<file path="src/free_list_fit_search_assert.svh">
// Assertion helpers for the free list fit search block
`ifndef FREE_LIST_FIT_SEARCH_ASSERT_SVH
`define FREE_LIST_FIT_SEARCH_ASSERT_SVH

// same-cycle implication
`define FLFS_ASSERT_NOW(lbl, clk, rst_n, ante, cons, msg) \
  lbl: assert property (@(posedge clk) disable iff (!rst_n) (ante) |-> (cons)) else $error(msg);

// next-cycle implication
`define FLFS_ASSERT_NXT(lbl, clk, rst_n, ante, cons, msg) \
  lbl: assert property (@(posedge clk) disable iff (!rst_n) (ante) |=> (cons)) else $error(msg);

`endif

</file>
<file path="src/flfs_pkg.sv">
package flfs_pkg;

  localparam int MAX_BLOCKS = 16;
  localparam int IDX_W      = (MAX_BLOCKS > 1) ? $clog2(MAX_BLOCKS) : 1;
  localparam int CNT_W      = $clog2(MAX_BLOCKS + 1);
  localparam int SIZE_W     = 32;
  localparam int ID_W       = 8;
  localparam int CFG_AW     = 3;
  localparam int CFG_DW     = 32;

  typedef logic [1:0] action_t;
  typedef logic [1:0] status_t;
  typedef logic [1:0] mode_t;

  localparam action_t ACT_CLEAR  = 2'd0;
  localparam action_t ACT_APPEND = 2'd1;
  localparam action_t ACT_SEARCH = 2'd2;

  localparam status_t ST_OK    = 2'd0;
  localparam status_t ST_FULL  = 2'd1;
  localparam status_t ST_NOFIT = 2'd2;

  localparam mode_t FIT_FIRST = 2'd0;
  localparam mode_t FIT_BEST  = 2'd1;
  localparam mode_t FIT_WORST = 2'd2;

  localparam logic REG_FIT_MODE = 1'b0;

  typedef struct packed {
    logic [SIZE_W-1:0] size;
    logic [ID_W-1:0]   id;
  } ent_t;

  typedef struct packed {
    logic             we;
    logic [IDX_W-1:0] waddr;
    ent_t             wdata;
    logic             re;
    logic [IDX_W-1:0] raddr;
  } mem_req_t;

endpackage

</file>
<file path="src/flfs_if.sv">
interface flfs_in_if;
  import flfs_pkg::*;
  logic                valid;
  logic                ready;
  action_t             action;
  logic [SIZE_W-1:0]   entry_size;
  logic [ID_W-1:0]     entry_id;
  logic [SIZE_W-1:0]   request_size;

  modport source (output valid, action, entry_size, entry_id, request_size, input ready);
  modport sink (input valid, action, entry_size, entry_id, request_size, output ready);
endinterface

interface flfs_out_if;
  import flfs_pkg::*;
  logic            valid;
  logic            ready;
  status_t         status;
  logic            found;
  logic [ID_W-1:0] block_id;

  modport source (output valid, status, found, block_id, input ready);
  modport sink (input valid, status, found, block_id, output ready);
endinterface

</file>
<file path="src/free_list_fit_search.sv">
// channel  | dir | handshake          | payload
// in_ch    | in  | valid/ready        | action, entry_size, entry_id, request_size
// out_ch   | out | valid/ready        | status, found, block_id
// cfg_*    | in  | APB, pready high   | fit_mode at byte address 0
//
// Clear and append: result registered at the accepting edge.
// Search: one entry per cycle through the single read port of the table memory
// (registered read); first fit stops at the hit.
// Reset clears the entry count, FSM state, output valid and fit_mode; the table needs no clearing pass.
// A transaction is accepted when idle and the result register is empty or being taken.
`include "free_list_fit_search_assert.svh"

module free_list_fit_search (
  input  logic                        clk,
  input  logic                        rst_n,
  flfs_in_if.sink                     in_ch,
  flfs_out_if.source                  out_ch,
  input  logic                        cfg_psel,
  input  logic                        cfg_penable,
  input  logic                        cfg_pwrite,
  input  logic [flfs_pkg::CFG_AW-1:0] cfg_paddr,
  input  logic [flfs_pkg::CFG_DW-1:0] cfg_pwdata,
  output logic [flfs_pkg::CFG_DW-1:0] cfg_prdata,
  output logic                        cfg_pready
);
  import flfs_pkg::*;

  mode_t    fit_mode;
  mem_req_t mem_req;
  ent_t     rd_data;

  flfs_cfg u_cfg (
    .clk      (clk),
    .rst_n    (rst_n),
    .psel     (cfg_psel),
    .penable  (cfg_penable),
    .pwrite   (cfg_pwrite),
    .paddr    (cfg_paddr),
    .pwdata   (cfg_pwdata),
    .prdata   (cfg_prdata),
    .pready   (cfg_pready),
    .fit_mode (fit_mode)
  );

  flfs_mem u_mem (
    .clk     (clk),
    .req     (mem_req),
    .rd_data (rd_data)
  );

  flfs_ctrl u_ctrl (
    .clk      (clk),
    .rst_n    (rst_n),
    .fit_mode (fit_mode),
    .in_ch    (in_ch),
    .out_ch   (out_ch),
    .mem_req  (mem_req),
    .rd_data  (rd_data)
  );

  `FLFS_ASSERT_NXT(a_short_op_result, clk, rst_n,
    in_ch.valid && in_ch.ready && in_ch.action != ACT_SEARCH,
    out_ch.valid, "clear/append transaction gave no result")
  `FLFS_ASSERT_NXT(a_search_busy, clk, rst_n,
    in_ch.valid && in_ch.ready && in_ch.action == ACT_SEARCH &&
    (fit_mode == FIT_FIRST || fit_mode == FIT_BEST || fit_mode == FIT_WORST),
    !in_ch.ready, "accepted during search")
  `FLFS_ASSERT_NOW(a_found_ok, clk, rst_n, out_ch.valid && out_ch.found,
    out_ch.status == ST_OK, "found with bad status")
  `FLFS_ASSERT_NOW(a_id_zero, clk, rst_n, out_ch.valid && !out_ch.found,
    out_ch.block_id == '0, "block id set without a fit")

endmodule

</file>
<file path="src/flfs_mem.sv">
module flfs_mem (
  input  logic              clk,
  input  flfs_pkg::mem_req_t req,
  output flfs_pkg::ent_t     rd_data
);
  import flfs_pkg::*;

  ent_t mem_r [MAX_BLOCKS];
  ent_t rd_data_r;

  always_ff @(posedge clk) begin
    if (req.we) begin
      mem_r[req.waddr] <= req.wdata;
    end
    if (req.re) begin
      rd_data_r <= mem_r[req.raddr];
    end
  end

  assign rd_data = rd_data_r;
endmodule

</file>
<file path="src/flfs_cfg.sv">
module flfs_cfg (
  input  logic                        clk,
  input  logic                        rst_n,
  input  logic                        psel,
  input  logic                        penable,
  input  logic                        pwrite,
  input  logic [flfs_pkg::CFG_AW-1:0] paddr,
  input  logic [flfs_pkg::CFG_DW-1:0] pwdata,
  output logic [flfs_pkg::CFG_DW-1:0] prdata,
  output logic                        pready,
  output flfs_pkg::mode_t             fit_mode
);
  import flfs_pkg::*;

  mode_t fit_mode_r;
  logic  wr_en;

  assign pready = 1'b1;
  assign wr_en  = psel && penable && pwrite && (paddr[2] == REG_FIT_MODE);

  always_ff @(posedge clk) begin
    if (!rst_n) begin
      fit_mode_r <= FIT_FIRST;
    end else if (wr_en) begin
      fit_mode_r <= pwdata[1:0];
    end
  end

  always_comb begin
    prdata = '0;
    if (paddr[2] == REG_FIT_MODE) begin
      prdata = {{(CFG_DW-2){1'b0}}, fit_mode_r};
    end
  end

  assign fit_mode = fit_mode_r;
endmodule

</file>
<file path="src/flfs_ctrl.sv">
module flfs_ctrl (
  input  logic                clk,
  input  logic                rst_n,
  input  flfs_pkg::mode_t     fit_mode,
  flfs_in_if.sink             in_ch,
  flfs_out_if.source          out_ch,
  output flfs_pkg::mem_req_t  mem_req,
  input  flfs_pkg::ent_t      rd_data
);
  import flfs_pkg::*;

  typedef enum logic {S_IDLE, S_SCAN} state_t;

  state_t            state_r, state_nxt;
  logic [CNT_W-1:0]  cnt_r, cnt_nxt;
  logic [CNT_W-1:0]  rd_idx_r, rd_idx_nxt;
  logic              pend_r, pend_nxt;
  logic              have_r, have_nxt;
  logic [SIZE_W-1:0] best_size_r, best_size_nxt;
  logic [ID_W-1:0]   best_id_r, best_id_nxt;
  logic [SIZE_W-1:0] req_r, req_nxt;
  mode_t             mode_r, mode_nxt;
  logic              out_vld_r, out_vld_nxt;
  status_t           out_status_r, out_status_nxt;
  logic              out_found_r, out_found_nxt;
  logic [ID_W-1:0]   out_id_r, out_id_nxt;

  logic acc, full, rd_issue, fits, take;

  assign in_ch.ready = (state_r == S_IDLE) && (!out_vld_r || out_ch.ready);
  assign acc         = in_ch.valid && in_ch.ready;
  assign full        = (cnt_r == CNT_W'(MAX_BLOCKS));
  assign rd_issue    = (state_r == S_SCAN) && (rd_idx_r != cnt_r);
  assign fits        = (rd_data.size >= req_r);

  always_comb begin
    case (mode_r)
      FIT_BEST:  take = fits && (!have_r || rd_data.size < best_size_r);
      FIT_WORST: take = fits && (rd_data.size != '0) && (!have_r || rd_data.size > best_size_r);
      default:   take = 1'b0;
    endcase
  end

  always_comb begin
    mem_req.we    = acc && (in_ch.action == ACT_APPEND) && !full;
    mem_req.waddr = cnt_r[IDX_W-1:0];
    mem_req.wdata = '{size: in_ch.entry_size, id: in_ch.entry_id};
    mem_req.re    = rd_issue;
    mem_req.raddr = rd_idx_r[IDX_W-1:0];
  end

  always_comb begin
    state_nxt      = state_r;
    cnt_nxt        = cnt_r;
    rd_idx_nxt     = rd_idx_r;
    pend_nxt       = rd_issue;
    have_nxt       = have_r;
    best_size_nxt  = best_size_r;
    best_id_nxt    = best_id_r;
    req_nxt        = req_r;
    mode_nxt       = mode_r;
    out_vld_nxt    = out_vld_r && !out_ch.ready;
    out_status_nxt = out_status_r;
    out_found_nxt  = out_found_r;
    out_id_nxt     = out_id_r;

    unique case (state_r)
      S_IDLE: begin
        if (acc) begin
          out_status_nxt = ST_OK;
          out_found_nxt  = 1'b0;
          out_id_nxt     = '0;
          case (in_ch.action)
            ACT_CLEAR: begin
              cnt_nxt     = '0;
              out_vld_nxt = 1'b1;
            end
            ACT_APPEND: begin
              out_vld_nxt = 1'b1;
              if (full) begin
                out_status_nxt = ST_FULL;
              end else begin
                cnt_nxt = cnt_r + 1'b1;
              end
            end
            ACT_SEARCH: begin
              if (fit_mode != FIT_FIRST && fit_mode != FIT_BEST && fit_mode != FIT_WORST) begin
                out_vld_nxt    = 1'b1;
                out_status_nxt = ST_NOFIT;
              end else begin
                state_nxt  = S_SCAN;
                rd_idx_nxt = '0;
                have_nxt   = 1'b0;
                req_nxt    = in_ch.request_size;
                mode_nxt   = fit_mode;
              end
            end
            default: begin
              out_vld_nxt = 1'b1;
            end
          endcase
        end
      end
      S_SCAN: begin
        if (rd_issue) begin
          rd_idx_nxt = rd_idx_r + 1'b1;
        end
        if (pend_r && take) begin
          have_nxt      = 1'b1;
          best_size_nxt = rd_data.size;
          best_id_nxt   = rd_data.id;
        end
        if (pend_r && mode_r == FIT_FIRST && fits) begin
          state_nxt      = S_IDLE;
          out_vld_nxt    = 1'b1;
          out_status_nxt = ST_OK;
          out_found_nxt  = 1'b1;
          out_id_nxt     = rd_data.id;
        end else if (!pend_r && !rd_issue) begin
          state_nxt      = S_IDLE;
          out_vld_nxt    = 1'b1;
          out_status_nxt = have_r ? ST_OK : ST_NOFIT;
          out_found_nxt  = have_r;
          out_id_nxt     = have_r ? best_id_r : '0;
        end
      end
      default: begin
        state_nxt = S_IDLE;
      end
    endcase
  end

  always_ff @(posedge clk) begin
    if (!rst_n) begin
      state_r   <= S_IDLE;
      cnt_r     <= '0;
      rd_idx_r  <= '0;
      pend_r    <= 1'b0;
      have_r    <= 1'b0;
      out_vld_r <= 1'b0;
    end else begin
      state_r   <= state_nxt;
      cnt_r     <= cnt_nxt;
      rd_idx_r  <= rd_idx_nxt;
      pend_r    <= pend_nxt;
      have_r    <= have_nxt;
      out_vld_r <= out_vld_nxt;
    end
    best_size_r  <= best_size_nxt;
    best_id_r    <= best_id_nxt;
    req_r        <= req_nxt;
    mode_r       <= mode_nxt;
    out_status_r <= out_status_nxt;
    out_found_r  <= out_found_nxt;
    out_id_r     <= out_id_nxt;
  end

  assign out_ch.valid    = out_vld_r;
  assign out_ch.status   = out_status_r;
  assign out_ch.found    = out_found_r;
  assign out_ch.block_id = out_id_r;
endmodule

</file>
<file path="src/flat_wrapper.sv">
// flat-port wrapper written by rule: the top's interface ports become plain ports
module free_list_fit_search_flat import flfs_pkg::*;
  (clk, rst_n, cfg_psel, cfg_penable, cfg_pwrite, cfg_paddr, cfg_pwdata, cfg_prdata, cfg_pready, in_ch_valid, in_ch_action, in_ch_entry_size, in_ch_entry_id, in_ch_request_size, in_ch_ready, out_ch_valid, out_ch_status, out_ch_found, out_ch_block_id, out_ch_ready);
  flfs_in_if in_ch_i ();
  flfs_out_if out_ch_i ();
  input  logic clk;
  input  logic rst_n;
  input  logic cfg_psel;
  input  logic cfg_penable;
  input  logic cfg_pwrite;
  input  logic [flfs_pkg::CFG_AW-1:0] cfg_paddr;
  input  logic [flfs_pkg::CFG_DW-1:0] cfg_pwdata;
  output logic [flfs_pkg::CFG_DW-1:0] cfg_prdata;
  output logic cfg_pready;
  input wire logic [$bits(in_ch_i.valid)-1:0] in_ch_valid;
  input wire logic [$bits(in_ch_i.action)-1:0] in_ch_action;
  input wire logic [$bits(in_ch_i.entry_size)-1:0] in_ch_entry_size;
  input wire logic [$bits(in_ch_i.entry_id)-1:0] in_ch_entry_id;
  input wire logic [$bits(in_ch_i.request_size)-1:0] in_ch_request_size;
  output wire logic [$bits(in_ch_i.ready)-1:0] in_ch_ready;
  output wire logic [$bits(out_ch_i.valid)-1:0] out_ch_valid;
  output wire logic [$bits(out_ch_i.status)-1:0] out_ch_status;
  output wire logic [$bits(out_ch_i.found)-1:0] out_ch_found;
  output wire logic [$bits(out_ch_i.block_id)-1:0] out_ch_block_id;
  input wire logic [$bits(out_ch_i.ready)-1:0] out_ch_ready;
  assign in_ch_i.valid = in_ch_valid;
  assign in_ch_i.action = in_ch_action;
  assign in_ch_i.entry_size = in_ch_entry_size;
  assign in_ch_i.entry_id = in_ch_entry_id;
  assign in_ch_i.request_size = in_ch_request_size;
  assign in_ch_ready = in_ch_i.ready;
  assign out_ch_valid = out_ch_i.valid;
  assign out_ch_status = out_ch_i.status;
  assign out_ch_found = out_ch_i.found;
  assign out_ch_block_id = out_ch_i.block_id;
  assign out_ch_i.ready = out_ch_ready;
  free_list_fit_search u_core (.clk(clk), .rst_n(rst_n), .in_ch(in_ch_i), .out_ch(out_ch_i), .cfg_psel(cfg_psel), .cfg_penable(cfg_penable), .cfg_pwrite(cfg_pwrite), .cfg_paddr(cfg_paddr), .cfg_pwdata(cfg_pwdata), .cfg_prdata(cfg_prdata), .cfg_pready(cfg_pready));
endmodule
</file>
<file path="config.mk">
export PLATFORM = sky130hd
export DESIGN_NAME = free_list_fit_search_flat
export DESIGN_NICKNAME = d
export VERILOG_FILES = /design/src/flfs_pkg.sv /design/src/flfs_if.sv /design/src/free_list_fit_search.sv /design/src/flfs_mem.sv /design/src/flfs_cfg.sv /design/src/flfs_ctrl.sv /design/src/flat_wrapper.sv
export VERILOG_INCLUDE_DIRS = /design/src /design/src/src
export SDC_FILE = /design/constraint.sdc
export NUM_CORES = 1
export LEC_CHECK = 0
export ABC_AREA = 1
export BUFFER_PORTS_ARGS = -buffer_cell sky130_fd_sc_hd__buf_2
export CELL_PAD_IN_SITES_DETAIL_PLACEMENT = 1
export CELL_PAD_IN_SITES_GLOBAL_PLACEMENT = 1
export CORE_ASPECT_RATIO = 0.5
export CORE_MARGIN = 3
export CORE_UTILIZATION = 51
export DETAILED_ROUTE_END_ITERATION = 6
export GPL_TIMING_DRIVEN = 0
export PLACE_DENSITY = 0.78
export SLEW_MARGIN = 20
export SYNTH_ARGS = -nofsm -noshare
export SYNTH_HDL_FRONTEND = slang
export SYNTH_SLANG_ARGS = --single-unit
</file>
<file path="constraint.sdc">
create_clock -name clk -period 5.17 [get_ports clk]
set_input_delay 0.517 -clock clk [delete_from_list [all_inputs] [get_ports clk]]
set_output_delay 0.517 -clock clk [all_outputs]
set_load 0.005 [all_outputs]
</file>
* Word-level counts from Yosys, hierarchy flattened
Memory sizes are Yosys's and may differ from the RTL's. A register that Yosys moved wholly into a read port is not among the register bits.
Cells that the tools add are included.
** Word-level totals
- Word-level logic and storage cells :: 121
- Bits in registers :: 101
- Input port bits :: 116
- RAM bits :: 640
- Output and inout port bits :: 46
- Memories kept :: 1
** Memory list
- u_core.u_mem.mem_r :: words 16, width 40, rd ports 1, clocked after memory_dff 1, write ports 1, RTL line flfs_mem.sv:8 : ent_t mem_r [MAX_BLOCKS];
** Cells by class
- Bitwise gates (word level) :: 3
- Magnitude comparators :: 3
- Add/sub/neg operators :: 2
- Muxes and demuxes :: 45
- Eq/ne operators :: 15
- Reductions and logical operators :: 38
** Operators with widths (count)
- 32-bit greater-or-equal comparator :: 1
- 32-bit greater-than comparator :: 1
- 32-bit less-than comparator :: 1
- 8-bit two-way mux :: 4
- 32-bit nonzero test :: 1
- 5-bit two-way mux :: 5
- 1-bit two-way mux :: 20
- 5-bit one-hot mux with 2 select lines :: 2
- 1-bit logical AND :: 18
- 8-bit one-hot mux with 2 select lines :: 1
- 4-bit AND reduction :: 4
- 2-bit two-way mux :: 6
- 5-bit by 1-bit adder with 5-bit output (second input constant) :: 2
- 1-bit one-hot mux with 2 select lines :: 5
- 2-bit by 1-bit inequality test with 1-bit output (second input constant) :: 4
- 2-bit inequality test (second input constant) :: 4
- 2-bit one-hot mux with 2 select lines :: 2
- 1-bit logical NOT :: 6
- 5-bit equality test (second input constant) :: 1
- 5-bit inequality test :: 1
- 2-bit by 1-bit equality test with 1-bit output (second input constant) :: 2
- 2-bit equality test (second input constant) :: 2
- 2-bit logical NOT :: 2
- 2-bit AND reduction :: 2
- 4 further kinds :: 9

* Depth between registers and ports, before layout
- Depth in word-level cells :: 8
- Depth in mapped cells :: 19
- Gate-level depth less buffers :: 19

* Modules after synthesis
Synthesis repeated with hierarchy kept, for this count alone.
** Unflattened totals
- Cell total of the unflattened synthesis :: 3286
- Area total of the unflattened synthesis :: 34881.0 µm²
** By module, submodules not included
- flfs_mem :: sequential area each 20419.6 µm², cells each 2643, instances 1, area each 28718.8 µm²
- flfs_ctrl :: sequential area each 2832.7 µm², cells each 587, instances 1, area each 5795.6 µm²
- flfs_cfg :: sequential area each 40.0 µm², cells each 56, instances 1, area each 366.6 µm²

* Worst setup path after synthesis
OpenSTA, ideal clock, no wires.
- Path kind :: reg-to-reg
- Start :: register u_core.u_mem.rd_data[39] (netlist name)
- End :: register u_core.u_ctrl.best_id_r[0] (enable)
- Cell stages (with the launch flop) :: 13
- Clock period less this slack :: 3.667 ns
- Setup slack :: 1.503 ns
- Library setup time :: 0.438 ns
- Arrival time :: 3.229 ns
- Buffers on the path :: 0
- Cells stage by stage :: edfxtp_1 -> ha_1 -> nand2_1 -> nor3_1 -> and3_1 -> nand2_1 -> nand2_1 -> nand2_1 -> nand2_1 -> nand2_1 -> nand2_1 -> nand2_1 -> nor2_1
** Between the ends
- Cells in the longest elaborated chain, start to end :: 6
- Elaborated cells on any way between the ends :: 12
- Those cells by class :: order compare: 3; mux: 1; reduce/logical: 8
** Ends and longest elaborated chain
- 32-bit greater-or-equal comparator, or another cell as far along :: RTL line flfs_ctrl.sv:34 : assign fits = (rd_data.size >= req_r);
- 1-bit logical AND, or another cell as far along :: RTL line flfs_ctrl.sv:39 : FIT_WORST: take = fits && (rd_data.size != '0) && (!have_r || rd_data.size > best_size_r);
- 1-bit logical AND, on equally long branches :: RTL line flfs_ctrl.sv:39, flfs_ctrl.sv:38
- 1-bit one-hot mux with 2 select lines * :: RTL line flfs_ctrl.sv:37 : case (mode_r)
- 1-bit logical AND * :: RTL line flfs_ctrl.sv:108 : if (pend_r && take) begin
- 2-bit AND reduction (no line) *
- to (signal assigned) :: RTL line flfs_ctrl.sv:150 : best_id_r <= best_id_nxt;
- to (decl) :: RTL line flfs_ctrl.sv:20 : logic [ID_W-1:0] best_id_r, best_id_nxt;
Mark *: on every way between the ends. The rest lies on a longest branch, timed or not.
A chain may end at the register's enable or synchronous reset.

* Worst setup path after layout
- Start :: register u_core.u_ctrl.cnt_r[0]
- End :: memory u_core.u_mem.mem_r[13][9] (netlist bit) (enable)
** Between the ends
- Cells in the longest elaborated chain, start to end :: 5
** Ends and longest elaborated chain
- from (decl) :: RTL line flfs_ctrl.sv:15 : logic [CNT_W-1:0] cnt_r, cnt_nxt;
- from (signal assigned) :: RTL line flfs_ctrl.sv:143 : cnt_r <= cnt_nxt;
- 5-bit equality test :: RTL line flfs_ctrl.sv:32 : assign full = (cnt_r == CNT_W'(MAX_BLOCKS));
- 1-bit logical NOT :: RTL line flfs_ctrl.sv:45 : mem_req.we = acc && (in_ch.action == ACT_APPEND) && !full;
- 1-bit logical AND :: RTL line flfs_ctrl.sv:45
- 1-bit two-way mux :: RTL line flfs_mem.sv:12 : if (req.we) begin
- 1-bit two-way mux (not written as such) :: RTL line flfs_mem.sv:13 : mem_r[req.waddr] <= req.wdata;
- to (decl) :: RTL line flfs_mem.sv:8
Several ways; a longest one is shown, not always the timed one.

==> flow_summary.ini <==
[clock_tree]
post_cts_resized = 0
cts_hold_buf = 0
h-tree-depth = 3
tritoncts = done
cts.sinks = 781
clk_pin_slew_ns = 0.06
clk_latency_ns = 0.63
cts.path.max_buffers = 3
cts_root_buffer = clkbuf_16
cts_buffers = 70
post_cts_buffers = 0

[timing]
fin_ws_ns = 1.87
skew_ns = 0.0266
rsz0062_at_grt = no
setup_viol = 0
fmaxAchievable_mhz = 303
fin_crit_ns = 3.30
maxSlewViolCount = 0
hold_viol = 0
worstMarginPinSlew_ns = 0.944
post-route-period-util = 0.638
max_slew_margin = 0.368

[critical_path]
cp_slowest_cell = nor2_4
path_class = reg2reg
critical_path.startpoint = u_core.u_ctrl.cnt_r[0]$_SDFFE_PN0P_
critPathMaxFanout = 22
crit_arrival_ns = 3.61
cp_cell_sequence = inv_1 -> ha_1 -> nand3_1 -> nor2_1 -> nor3_2 -> nand2_1 -> nor2_4 -> buf_12
worst_setup_path_end_kind = flip-flop
startpoint_type = flip-flop
crit_required_ns = 5.48
reg2reg_from = u_core.u_ctrl.cnt_r[0]$_SDFFE_PN0P_
ff2ff_path_depth = 8
slowest_delay_ns = 0.79

[grt]
grt_usage = 0.309
antenna_found_initial = 8
grt_pass1_wl_mm = 148
grt_pass1_vias = 23348
grt_max_degree = 33
gr-total-overflow = 0

[placement]
place.gp.congestion = 0.842
port_buffers = 98
pre_cts_ws_ns = 1.96
postPlaceCellArea_mm2 = 0.0341
hpwlAfterDp_mm = 66.8
placed_cells = 3354

[detailed_routing]
viasPerCell = 6.30
drt_pre_antenna_iters = 6
drt-total-wl_mm = 101
drcViolationCount = 0
drt_iter0_drc = 3092
final_antenna_net_count = 0
vias = 21938
wl_per_cell_um = 29.0

[final_layout]
seqCellArea_mm2 = 0.0233
area_growth_pct = 15.0
stdcell_count = 3484
final_area_mm2 = 0.0364
layout_common_cells = edfxtp_1 (765), nor2_1 (373), o21ai_0 (332), nand2_1 (180), buf_2 (141)
final_nets = 2805
multiInputGateArea_mm2 = 0.00734
fill_cells = 5851
drive_gt1_frac = 0.135
layout.cells.most_common = edfxtp_1

[yosys]
muxShareOfSynthArea = 0
synth.ff_latch_count = 781
syn_area_mm2 = 0.0316
ys_warn_count = 0
synthCells = 2383
synth-xor-area-share = 0.00138
ys_types = 43
synth-simple-area-share = 0.0872
synth_top_family_by_area = compound AO/OA/AOI/OAI gates
postSynthAreaPerCell_um2 = 13.3
synth_compound_area_frac = 0.106
synthAdderAreaFrac = 0.0297
ys_seq_area_frac = 0.736

[power_and_ir_drop]
clockPowerShare = 0.422
swShare = 0.208
switchingPower_mw = 2.62
ir_drop_mv = 0.204
internal-power_mw = 10.0
cellPowerDensity_mw_per_mm2 = 347
static-leakage-power_nw = 12.6
p_seq_frac = 0.553
combPwrFrac = 0.025

[floorplanning]
core_mm2 = 0.0603
die_w_um = 358
io_pins = 162
start_util = 0.525
die_area_mm2 = 0.0652
rows = 63
fp.dieH_um = 182

[worst_hold_path]
worstHoldStart = in_ch_request_size[9]
hold_path_class = in2reg
hold_path_depth = 1

[run]
maxCapViolations = 0

[status]
status = complete, no violations
Yosys cell counts, drive strengths merged:
cell type | count | share of area
buf | 89 | 0.018
o22ai | 94 | 0.019
nand3 | 79 | 0.013
a211oi | 8 | 0.0032
a21o | 1 | 0.00024
o221ai | 66 | 0.018
a21oi | 41 | 0.0067
o211ai | 14 | 0.0033
nor2 | 392 | 0.047
nand3b | 1 | 0.00024
inv | 106 | 0.013
o21bai | 2 | 0.00047
xor2 | 3 | 0.00083
ha | 75 | 0.030
edfxtp | 765 | 0.73
o31ai | 3 | 0.00071
xnor2 | 2 | 0.00055
dfxtp | 16 | 0.010
nor3b | 3 | 0.0010
a21boi | 1 | 0.00024
and3 | 1 | 0.00020
nand2 | 185 | 0.023
o21a | 4 | 0.00095
nand4 | 8 | 0.0016
o21ai | 336 | 0.053
nor3 | 11 | 0.0021
clkbuf | 71 | 0.0084
conb | 2 | 0.00024
clkinv | 4 | 0.00047
registers in the layout (all words and copies together), names as in the netlist:
signal	cells
u_core.u_ctrl.cnt_r	5
u_core.u_ctrl.best_id_r	8
u_core.u_ctrl.out_ch.valid	1
u_core.u_cfg.fit_mode	2
u_core.u_ctrl.out_ch.status	2
u_core.u_ctrl.state_r	1
u_core.u_mem.rd_data	40
u_core.u_ctrl.req_r	32
u_core.u_mem.mem_r	640
u_core.u_ctrl.have_r	1
u_core.u_ctrl.rd_idx_r	5
u_core.u_ctrl.out_ch.found	1
u_core.u_ctrl.out_ch.block_id	8
u_core.u_ctrl.pend_r	1
u_core.u_ctrl.mode_r	2
u_core.u_ctrl.best_size_r	32
critical path: cells and delay by family (launching register included):
kind | cells | cell delay [ns]
flip-flops | 1 | 0.50
buffers and inverters | 2 | 0.39
AND/OR/NAND/NOR | 5 | 1.83
adder cells (fa/ha/maj) | 1 | 0.22
metal layers:
layer  vias up  track usage  share of wire
li1       9193            -              -
met1     10935        0.407           0.38
met4         0        0.113          0.034
met3       285       0.0928           0.12
met5         -            0              0
met2      1525        0.489           0.46
power by group through the flow:
| stage | sequential, mW | combinational [mW] | clock, mW |
|---|---|---|---|
| 6_report | 6.98 | 0.313 | 5.32 |
| 5_1_grt | 6.98 | 0.336 | 5.60 |
| 4_1_cts | 6.98 | 0.303 | 5.32 |
| 3_5_place_dp | 7.12 | 0.298 | 0 |
| 3_3_place_gp | 7.12 | 0.271 | 0 |
| 2_1_floorplan | 7.12 | 0.110 | 0 |
worst paths after layout:
check / slack, ns / to
setup / recovery: 1.87 / u_core.u_mem.mem_r[13][9]$_DFFE_PP_
setup reg to reg: 1.87 / u_core.u_mem.mem_r[13][9]$_DFFE_PP_
hold reg to reg: 0.45 / u_core.u_ctrl.best_id_r[2]$_DFFE_PP_
hold / removal: 0.08 / u_core.u_ctrl.req_r[9]$_DFFE_PP_
per-stage QoR:
step	util	hold slack, ns	TNS [ns]	power (mW)
after floorplan	-	0.427	0	7.23
after global placement	0.551	0.430	-125.47	7.39
after detailed placement	0.566	0.434	0	7.42
after CTS	0.603	0.0573	0	12.6
after global routing	0.603	0.0590	0	12.9
final	0.604	0.0799	0	12.6
area by class of cell:
cell class,instances,share of cell area
Clock buffer,85,0.0514
Timing Repair Buffer,130,0.0340
Sequential cell,781,0.640
Inverter,110,0.0114
Multi-Input combinational cell,1361,0.202
Buffer,160,0.0227
Tap cell,812,0.0279
Clock inverter,41,0.0105
Antenna cell,4,0.000275
cells by family after synthesis:
kind of cell    after synthesis
compound gates              570
xor+xnor                      5
fa+ha+maj                    75
buf+inv                     270
flops                       781
other cells                   2
simple gates                680
No activity file was read; power rests on OpenSTA's default activity.
